**config.mk**
```make
export PLATFORM = sky130hd
export DESIGN_NAME = date_time_field_editor_flat
export DESIGN_NICKNAME = d
export VERILOG_FILES = /design/src/hw/rtl/dtfe_pkg.sv /design/src/hw/rtl/dtfe_in_if.sv /design/src/hw/rtl/dtfe_out_if.sv /design/src/hw/rtl/dtfe_update.sv /design/src/hw/rtl/date_time_field_editor.sv /design/src/flat_wrapper.sv
export SDC_FILE = /design/constraint.sdc
export NUM_CORES = 1
export LEC_CHECK = 0
export BUFFER_PORTS_ARGS = -buffer_cell sky130_fd_sc_hd__buf_2
export CORE_MARGIN = 8
export CORE_UTILIZATION = 50
export CTS_CLUSTER_SIZE = 12
export DETAILED_ROUTE_END_ITERATION = 8
export GPL_ROUTABILITY_DRIVEN = 0
export PLACE_DENSITY_LB_ADDON = 0.08
export SLEW_MARGIN = 20
export SYNTH_ARGS = -nofsm -noshare
export SYNTH_HDL_FRONTEND = slang
export SYNTH_HIERARCHICAL = 1
export SYNTH_SLANG_ARGS = --single-unit
```
**constraint.sdc**
```tcl
create_clock -name i_clk -period 8.1 [get_ports i_clk]
set_input_delay 1.62 -clock i_clk [delete_from_list [all_inputs] [get_ports i_clk]]
set_output_delay 1.62 -clock i_clk [all_outputs]
set_load 0.01 [all_outputs]
```
**src/hw/rtl/dtfe_pkg.sv**
```systemverilog
// ---------------------------------------------------------------------------
// dtfe_pkg
// Types and constants shared by the date and time field editor.
// ---------------------------------------------------------------------------
package dtfe_pkg;

    localparam logic [11:0] YEAR_MIN = 12'd1970;
    localparam logic [11:0] YEAR_MAX = 12'd2100;

    // Odd-divisor test: y is a multiple of 25 exactly when y * inv(25) mod 2^12
    // lands at or below floor(4095 / 25).
    localparam logic [11:0] INV_25     = 12'd3113;
    localparam logic [11:0] DIV_25_MAX = 12'd163;

    localparam logic [2:0] POS_COUNT_24 = 3'd6;
    localparam logic [2:0] POS_COUNT_12 = 3'd7;

    typedef enum logic [2:0] {
        OP_UP     = 3'd0,
        OP_DOWN   = 3'd1,
        OP_LEFT   = 3'd2,
        OP_RIGHT  = 3'd3,
        OP_TOGGLE = 3'd4,
        OP_LOAD   = 3'd5
    } t_op;

    typedef enum logic [2:0] {
        POS_YEAR   = 3'd0,
        POS_MONTH  = 3'd1,
        POS_DAY    = 3'd2,
        POS_HOUR   = 3'd3,
        POS_MINUTE = 3'd4,
        POS_SECOND = 3'd5,
        POS_AMPM   = 3'd6
    } t_pos;

    typedef struct packed {
        logic [2:0]  op;
        logic [11:0] load_year;
        logic [3:0]  load_month;
        logic [4:0]  load_day;
        logic [4:0]  load_hour;
        logic [5:0]  load_minute;
        logic [5:0]  load_second;
        logic        load_mode_24;
    } t_in_item;

    typedef struct packed {
        logic [11:0] year;
        logic [3:0]  month;
        logic [4:0]  day;
        logic [4:0]  hour;
        logic [5:0]  minute;
        logic [5:0]  second;
        logic [2:0]  cursor;
        logic        mode_24;
        logic        is_morning;
        logic [4:0]  display_hour;
    } t_out_item;

    localparam t_out_item RESET_ITEM = '{
        year:         YEAR_MIN,
        month:        4'd1,
        day:          5'd1,
        hour:         5'd0,
        minute:       6'd0,
        second:       6'd0,
        cursor:       POS_YEAR,
        mode_24:      1'b0,
        is_morning:   1'b1,
        display_hour: 5'd12
    };

endpackage

```
**src/hw/rtl/dtfe_in_if.sv**
```systemverilog
// ---------------------------------------------------------------------------
// dtfe_in_if
// Button event channel: valid, ready and one event beat.
// ---------------------------------------------------------------------------
interface dtfe_in_if;
    import dtfe_pkg::*;

    logic     valid;
    logic     ready;
    t_in_item data;

    modport source (output valid, output data, input ready);
    modport sink   (input valid, input data, output ready);
endinterface

```
**src/hw/rtl/dtfe_out_if.sv**
```systemverilog
// ---------------------------------------------------------------------------
// dtfe_out_if
// Editor state channel: valid, ready and one result beat.
// ---------------------------------------------------------------------------
interface dtfe_out_if;
    import dtfe_pkg::*;

    logic      valid;
    logic      ready;
    t_out_item data;

    modport source (output valid, output data, input ready);
    modport sink   (input valid, input data, output ready);
endinterface

```
**src/hw/rtl/dtfe_update.sv**
```systemverilog
// ---------------------------------------------------------------------------
// dtfe_update
// Applies one button event to the current state, then validates the fields.
// ---------------------------------------------------------------------------
module dtfe_update (
    input  dtfe_pkg::t_in_item  i_item,
    input  dtfe_pkg::t_out_item i_cur,
    output dtfe_pkg::t_out_item o_next
);
    import dtfe_pkg::*;

    always_comb begin
        logic [11:0]        y;
        logic [3:0]         mo;
        logic [5:0]         d;
        logic signed [6:0]  h;
        logic signed [6:0]  mi;
        logic signed [6:0]  s;
        logic [2:0]         cur;
        logic               m24;
        logic [2:0]         cnt;
        logic [3:0]         cur_inc;
        logic [11:0]        prod;
        logic               div25;
        logic               leap;
        logic [4:0]         len;
        logic [4:0]         hr;
        logic [4:0]         disp;

        y   = i_cur.year;
        mo  = i_cur.month;
        d   = {1'b0, i_cur.day};
        h   = signed'({2'b00, i_cur.hour});
        mi  = signed'({1'b0, i_cur.minute});
        s   = signed'({1'b0, i_cur.second});
        cur = i_cur.cursor;
        m24 = i_cur.mode_24;
        cnt = m24 ? POS_COUNT_24 : POS_COUNT_12;
        cur_inc = {1'b0, cur} + 4'd1;

        case (t_op'(i_item.op))
            OP_UP: begin
                case (t_pos'(cur))
                    POS_YEAR:   y  = y + 12'd1;
                    POS_MONTH:  mo = mo + 4'd1;
                    POS_DAY:    d  = d + 6'd1;
                    POS_HOUR:   h  = h + 7'sd1;
                    POS_MINUTE: mi = mi + 7'sd1;
                    POS_SECOND: s  = s + 7'sd1;
                    POS_AMPM:   h  = h + 7'sd12;
                    default: ;
                endcase
            end
            OP_DOWN: begin
                case (t_pos'(cur))
                    POS_YEAR:   y  = y - 12'd1;
                    POS_MONTH:  mo = mo - 4'd1;
                    POS_DAY:    d  = d - 6'd1;
                    POS_HOUR:   h  = h - 7'sd1;
                    POS_MINUTE: mi = mi - 7'sd1;
                    POS_SECOND: s  = s - 7'sd1;
                    POS_AMPM:   h  = h - 7'sd12;
                    default: ;
                endcase
            end
            OP_LEFT: begin
                cur = (cur == POS_YEAR) ? cnt - 3'd1 : cur - 3'd1;
            end
            OP_RIGHT: begin
                if (cur_inc >= {1'b0, cnt}) begin
                    cur = 3'(cur_inc - {1'b0, cnt});
                end else begin
                    cur = cur_inc[2:0];
                end
            end
            OP_TOGGLE: begin
                m24 = !m24;
                cnt = m24 ? POS_COUNT_24 : POS_COUNT_12;
                if (cur >= cnt) begin
                    cur = cur - cnt;
                end
            end
            OP_LOAD: begin
                y   = i_item.load_year;
                mo  = i_item.load_month;
                d   = {1'b0, i_item.load_day};
                h   = signed'({2'b00, i_item.load_hour});
                mi  = signed'({1'b0, i_item.load_minute});
                s   = signed'({1'b0, i_item.load_second});
                m24 = i_item.load_mode_24;
                cur = POS_YEAR;
            end
            default: ;
        endcase

        // Leap test runs on the year before it is clamped.
        prod  = y * INV_25;
        div25 = (prod <= DIV_25_MAX);
        leap  = ((y[1:0] == 2'd0) && !div25) || ((y[3:0] == 4'd0) && div25);

        if (mo > 4'd12) begin
            mo = mo - 4'd12;
        end else if (mo == 4'd0) begin
            mo = 4'd12;
        end

        if (y > YEAR_MAX) begin
            y = YEAR_MAX;
        end else if (y < YEAR_MIN) begin
            y = YEAR_MIN;
        end

        case (mo)
            4'd2:                      len = leap ? 5'd29 : 5'd28;
            4'd4, 4'd6, 4'd9, 4'd11:   len = 5'd30;
            default:                   len = 5'd31;
        endcase

        // Wrap the day once by the month length.
        if (d > {1'b0, len}) begin
            d = d - {1'b0, len};
        end else if (d == 6'd0) begin
            d = {1'b0, len};
        end

        if (h > 7'sd23) begin
            h = h - 7'sd24;
        end else if (h < 7'sd0) begin
            h = h + 7'sd24;
        end
        if (mi > 7'sd59) begin
            mi = mi - 7'sd60;
        end else if (mi < 7'sd0) begin
            mi = mi + 7'sd60;
        end
        if (s > 7'sd59) begin
            s = s - 7'sd60;
        end else if (s < 7'sd0) begin
            s = s + 7'sd60;
        end

        hr   = h[4:0];
        disp = hr;
        if (!m24) begin
            if (hr == 5'd0) begin
                disp = 5'd12;
            end else if (hr > 5'd12) begin
                disp = hr - 5'd12;
            end
        end

        o_next.year         = y;
        o_next.month        = mo;
        o_next.day          = d[4:0];
        o_next.hour         = hr;
        o_next.minute       = mi[5:0];
        o_next.second       = s[5:0];
        o_next.cursor       = cur;
        o_next.mode_24      = m24;
        o_next.is_morning   = (hr < 5'd12);
        o_next.display_hour = disp;
    end

endmodule

```
**src/hw/rtl/date_time_field_editor.sv**
```systemverilog
// An accepted event waits in the event register, then enters the result register once that slot is free.
// Throughput: one event per cycle while results are taken; event and result registers
// form a two-entry pipe, so input takes one more beat while a result waits, then stalls.
// The result register holds the editor state and updates only when its slot is free.
// Synchronous reset restores the minimum year, month 1, day 1, time zero,
// 12-hour mode and the cursor on the year, and empties both stages.
// ---------------------------------------------------------------------------
// date_time_field_editor
// Button-driven editor for a date and time, one event in, one state out.
// ---------------------------------------------------------------------------
module date_time_field_editor (
    input  logic        i_clk,
    input  logic        i_rst_n,
    dtfe_in_if.sink     i_in,
    dtfe_out_if.source  o_out
);
    import dtfe_pkg::*;

    logic      r_in_valid;
    t_in_item  r_in;
    logic      r_out_valid;
    t_out_item r_out;
    t_out_item n_out;
    logic      advance;

    // Move the held event into the result slot when that slot is free.
    assign advance    = r_in_valid && (!r_out_valid || o_out.ready);
    assign i_in.ready = !r_in_valid || advance;

    dtfe_update u_update (
        .i_item (r_in),
        .i_cur  (r_out),
        .o_next (n_out)
    );

    always_ff @(posedge i_clk) begin
        if (!i_rst_n) begin
            r_in_valid  <= 1'b0;
            r_out_valid <= 1'b0;
            r_out       <= RESET_ITEM;
        end else begin
            if (i_in.ready) begin
                r_in_valid <= i_in.valid;
            end
            if (advance) begin
                r_out       <= n_out;
                r_out_valid <= 1'b1;
            end else if (o_out.ready) begin
                r_out_valid <= 1'b0;
            end
        end
    end

    always_ff @(posedge i_clk) begin
        if (i_in.valid && i_in.ready) begin
            r_in <= i_in.data;
        end
    end

    assign o_out.valid = r_out_valid;
    assign o_out.data  = r_out;

endmodule

```
**src/flat_wrapper.sv**
```systemverilog
// flat-port wrapper written by rule: the top's interface ports become plain ports
module date_time_field_editor_flat import dtfe_pkg::*;
  (i_clk, i_rst_n, i_in_valid, i_in_data, i_in_ready, o_out_valid, o_out_data, o_out_ready);
  dtfe_in_if i_in_i ();
  dtfe_out_if o_out_i ();
  input  logic i_clk;
  input  logic i_rst_n;
  input wire logic [$bits(i_in_i.valid)-1:0] i_in_valid;
  input wire logic [$bits(i_in_i.data)-1:0] i_in_data;
  output wire logic [$bits(i_in_i.ready)-1:0] i_in_ready;
  output wire logic [$bits(o_out_i.valid)-1:0] o_out_valid;
  output wire logic [$bits(o_out_i.data)-1:0] o_out_data;
  input wire logic [$bits(o_out_i.ready)-1:0] o_out_ready;
  assign i_in_i.valid = i_in_valid;
  assign i_in_i.data = i_in_data;
  assign i_in_ready = i_in_i.ready;
  assign o_out_valid = o_out_i.valid;
  assign o_out_data = o_out_i.data;
  assign o_out_i.ready = o_out_ready;
  date_time_field_editor u_core (.i_clk(i_clk), .i_rst_n(i_rst_n), .i_in(i_in_i), .o_out(o_out_i));
endmodule
```
======== Yosys cells after proc, flatten, opt, wreduce, memory -nomap -nowiden ========
Index checks and enable logic that the tools add are counted.
storage, ports and cells
  bits in registers ....................... 92
  input bits .............................. 46
  word-level logic and storage cells ...... 147
operators by class
  $add $sub $neg .......................... 28
  multipliers ............................. 1
  magnitude comparators ................... 15
  equality and inequality tests ........... 17
  mux-type cells .......................... 44
  reductions and logical operators ........ 22
operator list
  kind                                                                     number
  7-bit one-hot mux with 3 select lines                                    3
  12-bit 2-to-1 mux                                                        4
  6-bit 2-to-1 mux                                                         6
  12-bit one-hot mux with 3 select lines                                   1
  5-bit 2-to-1 mux                                                         7
  7-bit 2-to-1 mux                                                         4
  7-bit by 1-bit < comparator with 1-bit output (second input constant)    3
  6-bit one-hot mux with 3 select lines                                    1
  4-bit 2-to-1 mux                                                         4
  3-bit == test (second input constant)                                    5
  6-bit by 1-bit adder with 7-bit output (second input constant)           2
  7-bit > comparator (second input constant)                               2
  7-bit one-hot mux with 2 select lines                                    1
  6-bit by 1-bit subtractor with 7-bit output (second input constant)      2
  12-bit by 1-bit adder with 12-bit output (second input constant)         1
  5-bit by 1-bit adder with 6-bit output (second input constant)           2
  6-bit by 3-bit adder with 6-bit output (second input constant)           2
  3-bit by 2-bit == test with 1-bit output (second input constant)         4
  12-bit > comparator (second input constant)                              1
  12-bit by 8-bit <= comparator with 1-bit output (second input constant)  1
  12-bit by 11-bit < comparator with 1-bit output (second input constant)  1
  12-bit by 11-bit multiplier with 12-bit output (second input constant)   1
  3-bit one-hot mux with 4 select lines                                    1
  4-bit one-hot mux with 3 select lines                                    1
  43 further kinds                                                         67

======== Longest topological paths before layout ========
Gate-level depths: netlist of the first run.
  depth in word-level cells ............... 12
  depth in mapped cells ................... 33
  gate-level depth less buffers ........... 31

======== Hierarchy ========
Netlist of the first run, hierarchy kept.
by module, submodules not included
  module                  instances  cells each  area each (um^2)
  dtfe_update             1          751         5,059.9
  date_time_field_editor  1          262         3,373.2

======== Worst setup path after synthesis of the first run ========
Ideal clock, no wire load.
  path type ............................... flip-flop to flip-flop
  start point ............................. reg u_core.r_out (netlist bit u_core/o_out.data[7])
  end point ............................... reg u_core.r_out (netlist bit u_core/o_out.data[30])
  setup time .............................. 118 ps
  arrival ................................. 6,690 ps
  slack ................................... 1,292 ps
  cell stages (with the launch flop) ...... 30
  path buffers ............................ 0
  clock period less this slack ............ 6,808 ps
  cells stage by stage .................... dfxtp_1 -> inv_1 -> ha_1 -> or3b_2 -> or3_1 -> and3_1 -> o211ai_1 -> o211ai_1 -> inv_1 -> ha_1 -> fa_1 -> ha_1 -> fa_1 -> a21o_1 -> a21oi_1 -> o21ai_0 -> a21oi_1 -> xnor2_1 -> xnor2_1 -> xnor3_1 -> a21boi_1 -> mux2_2 -> ha_1 -> fa_1 -> nor3_1 -> a21oi_1 -> nor3_1 -> mux2_2 -> nand2_1 -> mux2i_1
RTL lines
  what                      RTL line                      source
  start: declaration        date_time_field_editor.sv:22  t_out_item r_out;
  start signal: assignment  date_time_field_editor.sv:46  r_out <= n_out;

==> out/metrics.cfg, run 1 <==
[place]
portBuffers = 95
placed_area_um2 = 8850
hpwlAfterDp_um = 17200
pre_cts_ws_ns = 0.625

[synthesis]
synth.most_common_cell = nand2_1
synth_area_um2 = 8430
synthCells = 1013
synth_commonest_cells = 133 x nand2_1, 91 x inv_1, 66 x ha_1, 65 x a21oi_1, 62 x o21ai_0
synth.top_cells.by_area = edfxtp_1 15%, dfxtp_1 12%, ha_1 9.8%
synth-seq-cells = 92
synth_nets = 1132
synth_top_area_share_pct = 15.0
yosysSeqAreaShare_pct = 26.8
synth_cell_types = 95
yosys_warnings = 6
synthArstFlopShare_pct = 0
post_synth.cell_area_avg_um2 = 8.32
ys.flop_type = dfxtp_1
synth_edf_count = 42
yosysTopAreaCell = edfxtp_1

[power]
switching_share_pct = 33.2
power_switching_uw = 464
p_per_area_nw_per_um2 = 153
clock_power_share_pct = 31.8
p_comb_share_pct = 29.7
p_int_uw = 934
vdd_drop_max_v = 0.000105
sequentialPowerShare_pct = 38.5
cellLeakagePower_nw = 3.89

[critical_path]
path_max_fanout = 10
rr_startpoint = u_core/o_out.data[7]
worst_ep_required_time_ns = 8.32
reg2reg_depth = 29
end_kind = register
path_class = reg2reg
arrival_ns = 7.75
slowest_stage = or3b_2
crit_top_cell = ha_1
slowest_delay_ns = 0.52
crit_start = u_core/o_out.data[7]
worstSetupStartpointType = register

[detailed_routing]
vias = 7708
routed_wl_um = 24100
drt-pass1-iter-count = 8
antenna_left = 0
drc_errors = 0
vias_per_cell = 5.94
wire_per_inst_um = 18.6
first_iter_violations = 693

[floorplanning]
rows = 47
dieArea_um2 = 21300
die_y_um = 146
io_pins = 96
core_area_um2 = 16500
start_util_pct = 51.0
die_w_um = 146

[sta]
fin_skew_ns = 0.00797
layout_min_cycle_time_ns = 7.53
setup_slack_ns = 0.572
rsz0062_at_grt = false
slew_headroom_pct = 34.7
fmaxAchievable_mhz = 133
finalCritPeriodShare_pct = 92.9
fin_setup_tns_ns = 0
hold_violations = 0
tightest_slew_ns = 0.967
setup_viol = 0
final_max_slew_viol_count = 0

[job]
cap_violations = 0

[worst_hold_path]
min_path_cells = 2
hp-class = reg2reg
min_from = u_core/o_out.data[1]

[clocking]
htreeDepth = 3
cts_tree = yes
insertion_delay_ns = 0.36
path_clk_slew_ns = 0.07
holdBufCountCts = 0
cts.sinks = 92
cts_resized = 0
postCtsSetupBuffers = 0
cts_made_buffers = 9
clockRootBuffer = clkbuf_16
clk_path_buf_depth = 2

[cells_and_area]
finalNetCount = 1192
areaGrowthSynthToFinish_pct = 8.65
layout-drive-gt1-share_pct = 16.0
fin_area_um2 = 9160
n_antenna_cell = 0

[global_routing]
grt_usage_pct = 22.3
grt_max_degree = 87
antenna_found_initial = 0
grt_pass1_vias = 7372
overflow = 0
grt_pass1_wl_um = 39100

[status]
status = complete, no violations

-- final timing paths --
check	to	slack (ns)
worst max register to register	u_core/o_out.data[30]	0.57
worst min register to register	u_core/o_out.data[1]	0.46
worst max-delay path	u_core/o_out.data[30]	0.57
worst min-delay path	u_core/o_out.data[1]	0.46
-- kinds of logic (layout without fill, tap and decap cells) --
kind of cell | count (synthesis) | after routing | synth area share [%]
buf+inv | 160 | 225 | 10.1
mux | 50 | 50 | 6.04
fa+ha+maj | 73 | 73 | 11.5
simple gates | 317 | 317 | 18.9
xor+xnor | 34 | 34 | 3.69
flops | 92 | 92 | 26.8
compound gates | 287 | 287 | 23.0
-- layout by cell type (no fill, tap or decap), types with 12 or more instances in the layout --
cell type and count:
nand2_1 133, nand3_1 22, o311ai_1 12, o21ai_0 62
nor3_1 20, o211ai_1 12, ha_1 66, a21oi_1 65
mux2i_1 46, dfxtp_1 50, xnor2_1 22, edfxtp_1 42
buf_4 21, o21a_1 13, nor2_1 43, inv_1 91
buf_2 95
-- power groups by stage --
stage / Clock (mW) / Combinational, mW / Sequential, mW
after floorplan: 0 / 0.326 / 0.539
after global placement: 0 / 0.409 / 0.548
after detailed placement: 0 / 0.413 / 0.548
after CTS: 0.458 / 0.416 / 0.538
after global routing: 0.471 / 0.471 / 0.541
final: 0.444 / 0.416 / 0.538
-- metal layers --
layer	vias to the layer above	GRT usage [%]	share of wire [%]
li1	3770	-	-
met1	3647	29.2	46
met2	264	37.0	47
met3	27	3.30	5.6
met4	0	6.98	1.8
met5	-	0	0
-- critical path: cells and delay by family, from the launching register on --
kind,cells,cell delay [ns]
buffers and inverters,2,0.37
AO/OA/AOI/OAI,8,1.44
flip-flops,1,0.40
adder cells (fa/ha/maj),7,2.39
AND/OR/NAND/NOR,6,1.59
XOR/XNOR,3,0.47
multiplexers,3,0.72
-- flip-flops by register name, indices dropped and copies added (netlist names) --
name,flops
u_core/o_out.data,48
u_core/r_in,42
u_core/o_out.valid,1
u_core/r_in_valid,1
-- final cells by class --
| cell class | count | area, µm² |
|---|---|---|
| multi-input combinational | 761 | 5330 |
| tap | 220 | 275 |
| clock inverter | 5 | 40.0 |
| clock buffer | 11 | 275 |
| fill | 1593 | 7360 |
| inverter | 93 | 349 |
| sequential | 92 | 2260 |
| timing repair buffer | 116 | 633 |
-- through the flow --
step | hold slack (ns) | instances | power, mW | util (%)
floorplan | 0.479 | 1013 | 0.864 | -
global placement | 0.441 | 1282 | 0.957 | 53.5
detailed placement | 0.443 | 1282 | 0.961 | 53.5
CTS | 0.461 | 1298 | 1.41 | 55.4
global route | 0.491 | 1298 | 1.48 | 55.4
finish | 0.459 | 1298 | 1.40 | 55.4
Note: power is estimated with default switching activity, not from simulation.
==> run 2: changes to the inputs <==
- ABC_AREA: not set -> 1
- clock period: 8.1 -> 8.5 ns (I/O delays scaled with it)
==> run 2 against run 1 <==
  * Critical path depth rose by 10
  * Critical path type unchanged
  * Sequential power fell by 1%
  * Power is 8.2% higher
  * Count of clock-buffer cells in the layout is 2 lower
  * Cell count up 20%
  * First-iteration DRC count increased by 0.14%
  * Global-route usage hardly changed
  * Register-to-register slack gained 1.4 ns
  * Clock skew increased by 0.0013 ns
  * Routed wire length hardly changed
  * Via count increased by 10%
==> out/metrics.cfg, run 2 <==
[sta]
setup_viol = 0
hold_violations = 0
finalCritPeriodShare_pct = 77.3
slew_headroom_pct = 29.0
tightest_slew_ns = 1.06
layout_min_cycle_time_ns = 6.57
fin_skew_ns = 0.00928
fin_setup_tns_ns = 0
fmaxAchievable_mhz = 152
final_max_slew_viol_count = 0
setup_slack_ns = 1.93
rsz0062_at_grt = false

[synthesis]
synth_top_area_share_pct = 14.8
synth_nets = 1381
synthArstFlopShare_pct = 0
yosys_warnings = 6
synth_cell_types = 59
synthCells = 1262
synth.top_cells.by_area = edfxtp_1 15%, nand2_1 13%, dfxtp_1 12%
synth_edf_count = 42
synth.most_common_cell = nand2_1
synth_commonest_cells = 304 x nand2_1, 174 x inv_1, 147 x nand3_1, 106 x nor2_1, 70 x a21oi_1
yosysSeqAreaShare_pct = 26.6
yosysTopAreaCell = edfxtp_1
ys.flop_type = dfxtp_1
synth-seq-cells = 92
post_synth.cell_area_avg_um2 = 6.74
synth_area_um2 = 8510

[place]
placed_area_um2 = 8970
pre_cts_ws_ns = 2.00
portBuffers = 95
hpwlAfterDp_um = 17100

[cells_and_area]
largest_reg_flops = 48
final_common_cell = nand2_1
fill_cells = 1652
areaGrowthSynthToFinish_pct = 9.14
layout_common_cells = 304 x nand2_1, 173 x inv_1, 147 x nand3_1
final_util_pct = 55.8
n_antenna_cell = 0
multiInputGateArea_um2 = 5180
finalNetCount = 1446
layout-drive-gt1-share_pct = 14.3
fin_area_um2 = 9290
seq_area_um2 = 2260

[clocking]
htreeDepth = 3
insertion_delay_ns = 0.36
holdBufCountCts = 0
cts.sinks = 92
clk_path_buf_depth = 2
cts_made_buffers = 9
path_clk_slew_ns = 0.07
clockRootBuffer = clkbuf_16
postCtsSetupBuffers = 0
cts_tree = yes
cts_resized = 0

[critical_path]
end_kind = register
rr_startpoint = u_core/o_out.data[7]
path_class = reg2reg
slowest_delay_ns = 0.50
arrival_ns = 6.87
path_max_fanout = 10
worstSetupStartpointType = register
worst_ep_required_time_ns = 8.79
slowest_stage = fa_1
crit_start = u_core/o_out.data[7]
crit_top_cell = nand2_1

[detailed_routing]
antenna_left = 0
vias = 8507
wl_met1_um = 10900
wire_per_inst_um = 15.5
first_iter_violations = 694
route.met2.wl_um = 11000
routed_wl_um = 24100
wl_met3_um = 1620
highest_layer = met4
drt-pass1-iter-count = 5
vias_per_cell = 5.48
drc_errors = 0

[floorplanning]
io_pins = 96
die_w_um = 146
die_y_um = 146
dieArea_um2 = 21500
core_area_um2 = 16600
rows = 47
start_util_pct = 51.1

[power]
power_mw = 1.51
cellLeakagePower_nw = 4.45
p_per_area_nw_per_um2 = 163
vdd_drop_max_v = 0.000116

[global_routing]
antenna_found_initial = 0
grt_max_degree = 87
grt_pass1_vias = 7956
grt_usage_pct = 22.3
grt_pass1_wl_um = 39700
overflow = 0

[worst_hold_path]
hp-class = reg2reg
min_from = u_core/o_out.data[2]

[job]
cap_violations = 0

[status]
status = complete, no violations

## run 2: changes by cell type in the layout (fill, tap and decap cells not counted), sizes merged, moves of 21 or more
cell	before	now
mux2i	46	1
nand2	133	321
nand4	11	32
nand3	22	153
nor2	44	111
inv	93	197
## run 2: cell families after synthesis
kind of cell	Yosys count	synth area share (%)
adders and majority gates	73	11.3
muxes	1	0.118
buffers and inverters	242	12.6
AOI/OAI and AO/OA	194	13.9
and+or+nand+nor	646	34.1
xor gates and xnor gates	14	1.44
DFF	92	26.6
## run 2: per-layer routing
layer | vias to the layer above | GRT usage, %
met4 | 0 | 7.47
met5 | - | 0
li1 | 4285 | -
met2 | 286 | 36.5
met1 | 3892 | 28.6
met3 | 44 | 4.57
## run 2: final timing paths
path,depth (start not counted),to,slack (ns)
worst max-delay path,39,u_core/o_out.data[29],1.93
worst min register to register,2,u_core/o_out.data[2],0.45
worst max register to register,39,u_core/o_out.data[29],1.93
worst min-delay path,2,u_core/o_out.data[2],0.45
## run 2: critical path: cells and delay by family (launching register included)
family                     cells  cell delay [ns]
AOI/OAI and AO/OA              4             0.75
xor gates and xnor gates       2             0.35
adders and majority gates      7             2.42
buffers and inverters          7             0.65
DFF                            1             0.42
and+or+nand+nor               19             1.95
## run 2: power breakdown
group          internal (mW)  switching, mW  total (mW)
clock                  0.259          0.185       0.444
sequential             0.494         0.0368       0.530
combinational          0.203          0.336       0.539
## run 2: layout make-up
type	instances	area share, %
clock inverter	7	1.04
inverter	196	7.92
sequential	92	24.4
multi-input combinational	928	55.8
timing repair buffer	100	5.52
tap	220	2.96
clock buffer	9	2.42
## run 2: per-stage QoR
step	hold slack (ns)	instances
global route	0.491	1552
floorplan	0.490	1262
global placement	0.440	1536
CTS	0.456	1552
detailed placement	0.440	1536
finish	0.452	1552
==> run 3: changes to the inputs <==
- ABC_AREA: 1 -> 0
- clock period: 8.5 -> 5.48 ns (I/O delays scaled with it)
==> run 3 against run 2 <==
  * The run now ends with negative setup slack left
  * Power is 45% higher
  * Sequential power rose by 48%
  * Cell count shrank 11%
  * Core utilization grew 4.8 points
  * Fmax increased by 5.1%
  * Clock power up 34%
  * Flip-flop and latch count unchanged
  * Clock skew grew 0.0048 ns
==> out/metrics.cfg, run 3 (same netlist as run 1, synthesis figures left out) <==
[status]
status = finished, violations left
failed_checks = negative setup slack

[critical_path]
crit_top_cell = ha_4
reg2reg_slack_ns = -0.77
worstSetupStartpointType = register
end_kind = register
path_class = reg2reg
rr_startpoint = u_core/o_out.data[8]
path_max_fanout = 3
r2r_end = u_core/o_out.data[30]
slowest_stage = fa_1
worst_ep_required_time_ns = 5.68
slowest_delay_ns = 0.58
reg2reg_depth = 29
arrival_ns = 6.46

[sta]
setup_slack_ns = -0.773
fmaxAchievable_mhz = 160
hold_violations = 0
finalCritPeriodShare_pct = 114
final_max_slew_viol_count = 0
layout_min_cycle_time_ns = 6.25
rsz0062_at_grt = true
tightest_slew_ns = 0.934
setup_viol = 5
fin_skew_ns = 0.0141
fin_setup_tns_ns = -3.41
slew_headroom_pct = 37.8

[clocking]
holdBufCountCts = 0
cts_tree = yes
cts.sinks = 92
clockRootBuffer = clkbuf_16
insertion_delay_ns = 0.36
htreeDepth = 3
path_clk_slew_ns = 0.06
clk_path_buf_depth = 2
cts_made_buffers = 9

[cells_and_area]
largest_reg_flops = 48
final_util_pct = 60.6
n_antenna_cell = 0
finalNetCount = 1275
fill_cells = 1485
final_common_cell = nand2_1
areaGrowthSynthToFinish_pct = 18.7
layout_common_cells = 131 x nand2_1, 103 x buf_4, 95 x buf_2
fin_area_um2 = 10000
final_cells = 1381
layout-drive-gt1-share_pct = 25.0

[power]
p_per_area_nw_per_um2 = 219
vdd_drop_max_v = 0.000162
p_int_mw = 1.45
clock_power_share_pct = 27.1
switching_share_pct = 33.6
p_comb_share_pct = 37.0
sequentialPowerShare_pct = 35.9
cellLeakagePower_nw = 4.30
power_switching_uw = 735

[floorplanning]
dieArea_um2 = 21300
die_w_um = 146
die_y_um = 146
rows = 47
core_area_um2 = 16500
start_util_pct = 51.0
io_pins = 96

[worst_hold_path]
min_path_cells = 2
min_from = u_core/o_out.data[1]
hold_end = u_core/o_out.data[1]
hp-class = reg2reg

[global_routing]
grt_pass1_wl_um = 41100
antenna_found_initial = 0
grt_usage_pct = 23.6
overflow = 0
grt_pass1_vias = 7793
grt_max_degree = 87

[detailed_routing]
drt-pass1-iter-count = 5
vias = 8063
wl_met3_um = 1480
vias_per_cell = 5.84
highest_layer = met4
wire_per_inst_um = 18.4
route.met2.wl_um = 11600
routed_wl_um = 25300
drc_errors = 0
wl_met1_um = 11700
antenna_left = 0
first_iter_violations = 572

[place]
placed_area_um2 = 9580
pre_cts_ws_ns = -0.904
portBuffers = 95
dp.cells = 1361
hpwlAfterDp_um = 18400

[job]
cap_violations = 0

run 3: worst max path at each step:
stage / start / to / cells after the start / slack [ns]
3_5_place_dp: u_core/o_out.data[8] / u_core/o_out.data[30] / 27 / -0.90
2_1_floorplan: u_core/o_out.data[7] / u_core/o_out.data[30] / 29 / -0.55
5_1_grt: u_core/o_out.data[8] / u_core/o_out.data[30] / 29 / -1.05
4_1_cts: u_core/o_out.data[8] / u_core/o_out.data[30] / 29 / -0.71
3_3_place_gp: u_core/o_out.data[8] / u_core/o_out.data[30] / 27 / -0.75
6_report: u_core/o_out.data[8] / u_core/o_out.data[30] / 29 / -0.77
run 3: critical path: cells and delay by family, from the launching register on:
family	cells	cell delay, ns
fa+ha+maj	7	2.00
buf+inv	2	0.19
mux	3	0.67
xor+xnor	3	0.47
simple gates	6	1.31
flops	1	0.35
compound gates	8	1.10
run 3: power groups by stage:
stage                     Sequential, mW  Combinational [mW]  Clock [mW]
after CTS                          0.786               0.770       0.610
final                              0.786               0.810       0.593
after global placement             0.800               0.727           0
after detailed placement           0.800               0.740           0
after floorplan                    0.796               0.537           0
after global routing               0.790               0.894       0.633
run 3: cell type report:
type,count,area [µm²],area share [%]
clock buffers,13,250,2.50
clock inverters,3,15.0,0.150
inverters,93,354,3.54
multi-input cells,761,5590,55.8
flip-flops and latches,92,2270,22.7
well taps,220,275,2.75
repair buffers,199,1260,12.6
run 3: metal layers:
metal | vias to the layer above | GRT usage, %
li1 | 3951 | -
met1 | 3800 | 31.3
met2 | 274 | 37.4
met3 | 38 | 4.57
met4 | 0 | 8.54
met5 | - | 0
run 3: through the flow:
| step | power, mW | hold WS, ns |
|---|---|---|
| after global routing | 2.32 | 0.488 |
| after global placement | 1.53 | 0.443 |
| after detailed placement | 1.54 | 0.453 |
| after CTS | 2.17 | 0.462 |
| final | 2.19 | 0.457 |
| after floorplan | 1.33 | 0.479 |
run 3: what timing repair did:
item	CTS	global route
resized for setup	14	10
setup buffers	3	1
setup endpoints to repair	5	5
cloned	0	0
pin swaps	16	9
